## src/arope_pkg.sv

```systemverilog
// shared types and constants for the axial rotary embedding block
package arope_pkg;

  // sin/cos operand width and fixed point shift (Q1.14)
  localparam int TRIG_W     = 16;
  localparam int FRAC_SHIFT = 14;

  // configuration register widths
  localparam int SEQ_LEN_W  = 13;
  localparam int ROT_LEN_W  = 13;
  localparam int QLEN_W     = 7;
  localparam int CFG_DATA_W = 13;
  localparam int CFG_IDX_W  = 2;

  // configuration register reset values
  localparam logic [SEQ_LEN_W-1:0] SEQ_LEN_RST = SEQ_LEN_W'(1);
  localparam logic [ROT_LEN_W-1:0] ROT_LEN_RST = '0;
  localparam logic [QLEN_W-1:0]    QLEN_RST    = QLEN_W'(1);

  // configuration register indexes
  typedef enum logic [CFG_IDX_W-1:0] {
    CFG_SEQ_LEN     = 2'd0,
    CFG_ROT_LEN     = 2'd1,
    CFG_QUARTER_LEN = 2'd2
  } cfg_idx_t;

  // per-beat control flags carried alongside the data
  typedef struct packed {
    logic seq_end;
    logic token_end;
    logic rotated;
  } arope_flags_t;

endpackage

```

## src/arope_mac.sv

```systemverilog
// one rotate-half output: a*ca -/+ b*sb, rounded, shifted and saturated
module arope_mac import arope_pkg::*; #(
  parameter int DATA_WIDTH = 16
) (
  input  logic signed [DATA_WIDTH-1:0] a,
  input  logic signed [TRIG_W-1:0]     ca,
  input  logic signed [DATA_WIDTH-1:0] b,
  input  logic signed [TRIG_W-1:0]     sb,
  input  logic                         subtract,
  output logic signed [DATA_WIDTH-1:0] result
);

  localparam int PW = DATA_WIDTH + TRIG_W;
  localparam int SW = PW + 1;
  localparam logic signed [SW-1:0] SAT_HI = SW'((64'sd1 <<< (DATA_WIDTH - 1)) - 64'sd1);
  localparam logic signed [SW-1:0] SAT_LO = SW'(-(64'sd1 <<< (DATA_WIDTH - 1)));
  localparam logic signed [SW-1:0] RND    = SW'(64'sd1 <<< (FRAC_SHIFT - 1));

  logic signed [PW-1:0] prod_a;
  logic signed [PW-1:0] prod_b;
  logic signed [SW-1:0] sum;
  logic signed [SW-1:0] scaled;

  // two products, exact sum
  assign prod_a = a * ca;
  assign prod_b = b * sb;
  assign sum    = subtract ? (SW'(prod_a) - SW'(prod_b)) : (SW'(prod_a) + SW'(prod_b));

  // round half up, floor shift
  assign scaled = (sum + RND) >>> FRAC_SHIFT;

  // saturate to the data width
  always_comb begin
    if (scaled > SAT_HI) begin
      result = SAT_HI[DATA_WIDTH-1:0];
    end else if (scaled < SAT_LO) begin
      result = SAT_LO[DATA_WIDTH-1:0];
    end else begin
      result = scaled[DATA_WIDTH-1:0];
    end
  end

endmodule

```

## config.mk

```make
export PLATFORM = sky130hd
export DESIGN_NAME = arope_mac
export DESIGN_NICKNAME = d
export VERILOG_FILES = /design/src/arope_pkg.sv /design/src/arope_mac.sv
export SDC_FILE = /design/constraint.sdc
export NUM_CORES = 2
export LEC_CHECK = 0
export BUFFER_PORTS_ARGS = -buffer_cell sky130_fd_sc_hd__clkbuf_2
export CAP_MARGIN = 20
export CORE_ASPECT_RATIO = 2
export CORE_MARGIN = 4
export CORE_UTILIZATION = 60
export DETAILED_ROUTE_END_ITERATION = 8
export GPL_TIMING_DRIVEN = 0
export PLACE_DENSITY_LB_ADDON = 0.12
export SYNTH_ARGS = -nofsm -noshare
export SYNTH_HDL_FRONTEND = slang
export SYNTH_SLANG_ARGS = --single-unit
```

## constraint.sdc

```tcl
create_clock -name vclk -period 14.7
set_input_delay 2.205 -clock vclk [all_inputs]
set_output_delay 2.205 -clock vclk [all_outputs]
set_load 0.02 [all_outputs]
```

==> summary.md <==
| Metric | Value |
|---|---|
| Final setup fails | 0 |
| Number of global-route vias before repair | between 20000 and 25000 |
| I/O pin count | 81 |
| Final critical-path required period | around 14 ns |
| Fin. Hold Viols | 0 |
| Cells after synthesis | 2628 |
| Antenna violations before repair | 0 |
| Core Area | approximately 37000 um^2 |
| Synthesis Warnings | 0 |
| Setup TNS Final | 0 ns |
| Hold_sp | subtract |
| Remaining DRCs | 0 |
| Period utilisation layout | 0.985 |
| CP max-delay cell | fa_1 |
| Endpoint class of the critical path | output port |
| Hold crit path type | input port to output port |
| Post-synthesis sequential area ratio | 0 |
| Stages on the worst setup path | 36 |
| Grt ovf | 0 |
| Cts hold-fix bufs | 0 |
| Arrival time worst endpoint | 12.27 ns |
| Syn nets | approximately 3400 |
| Placer congestion estimate | between 1 and 1.5 |
| DP HPWL | approximately 62000 um |
| Nets | ~3500 |
| Vias/cell | slightly below 6 |
| Worst path required time | between 10 and 15 ns |
| Highest cell delay on the worst timing path | between 0.5 and 0.6 ns |
| Fmax achieved | between 60 and 70 MHz |
| Routed wire length per instance | around 21 um |
| CP Class | input port to output port |
| Worst slew pin tran | ~0.85 ns |
| All-Layer GR Usage | 0.336 |
| Area Overhead vs Synth | 8.33% |
| Critical Path Sink | result[6] |
| Layout cells sized above 1 | 0.0866 |
| ANT nets after route | 0 |
| Die area | around 41000 um^2 |
| Mapped Area | approximately 23000 um^2 |
| Max-Cap Viols | 0 |
| Status | complete, no violations |
| Syn avg cell area | 8.66 um^2 |
| Pre-Repair DR Iteration Count | 5 |
| N_diodes | 0 |
| Max Transition Viols Final | 0 |
| Vias | roughly 18000 |
| Initial detailed-routing violation count | 525 |
| Initial core utilization | 0.608 |
| CP Launch Type | input port |
| Die width | between 100 and 150 um |
| Register area | 0 um^2 |
| First-pass GRT wire length | around 110000 um |
| Clkbuf count | 0 |
| CP startpoint | b[6] |
| DIE HEIGHT | around 280 um |
| Crit path max-delay family | adder cells |
| FFs & Latches | 0 |
| Most frequent CP cell | fa_1 |
| Row cnt | 100 |
| Buf/Inv on CP | 7 |
| Final WL | between 60000 and 70000 um |
| Critical Path Fanout Max | 10 |
| Slew headroom | 0.431 |
| Netlist cell types | 78 |
| Largest net degree at the start of global routing | 17 |
| I/O Buffers | 80 |
==> synth_stat cells, types with 16 or more instances <==
cell	count	share of area
xnor2_1	82	0.032
xor2_1	35	0.013
ha_1	198	0.11
o21ai_0	51	0.011
fa_1	524	0.46
clkbuf_1	79	0.013
nand2b_1	33	0.0091
a31oi_1	25	0.0069
or3_1	16	0.0044
inv_1	590	0.097
nor2_1	72	0.012
nor3_1	24	0.0053
o21a_1	16	0.0053
nand2_1	319	0.053
and2_1	229	0.063
nand3_1	22	0.0048
a21o_1	40	0.013
a21oi_1	78	0.017
==> kinds of logic after synthesis <==
family	after synthesis	share of synthesized area
mux	5	0.00236
buf+inv	674	0.112
xor+xnor	118	0.0461
compound gates	315	0.0938
simple gates	794	0.176
fa+ha+maj	722	0.570
==> metrics by stage <==
step	hold slack, ns	instances	worst slack [ns]	utilization	cell area, um^2
after floorplan	4.96	2628	0.675	-	22800
after global placement	5.36	3167	-1.86	0.635	23700
after detailed placement	5.39	3169	-1.96	0.635	23700
after CTS	5.40	3170	0.00437	0.645	24100
after global routing	5.46	3184	-0.123	0.659	24700
final	5.43	3184	0.226	0.659	24700
==> worst min-delay path by stage <==
stage / cells after the start / endpoint
after floorplan: 4 / result[15]
after global placement: 5 / result[15]
after detailed placement: 5 / result[15]
after CTS: 5 / result[15]
after global routing: 5 / result[15]
final: 5 / result[15]
==> layout make-up <==
type / instances / area (um^2)
inverter: 590 / 2210
tap: 459 / 574
multi-input combinational: 1954 / 20700
buffer: 71 / 505
fill: 3183 / 12800
timing repair buffer: 110 / 702
==> worst min-delay path, stage by stage <==
cell,delay [ns]
clkbuf_1,0.32
a21oi_1,0.29
a211oi_2,0.10
xor2_1,0.15
clkbuf_2,0.15
==> repair_timing <==
action                     4_1_cts  5_1_grt
setup buffers                   12       15
setup endpoints to repair       16       16
pin swaps                        9       19
resized for setup              110      178
cloned                           0        1
hold endpoints to repair         0        0
==> metal layers <==
metal	track usage	routed length (um)
met1	0.294	19900
met2	0.679	38100
met3	0.0246	2230
met4	0.260	7610
met5	0	0
==> cells in the final DEF (no fill, tap or decap), types with 15 or more instances in the layout <==
cell type,n
xor2_1,33
o21a_1,15
ha_1,191
nand2b_1,33
buf_6,20
buf_4,50
nand3_1,20
a21oi_1,77
and2_1,228
o21ai_0,46
nor3_1,22
fa_1,523
a21o_1,40
nor2_1,69
inv_1,590
clkbuf_1,23
a31oi_1,15
nand2_1,318
xnor2_1,79
or3_1,15
clkbuf_2,65
Power is not shown: default switching activity piles up to over one toggle a cycle in this logic, so the estimate is an artifact.
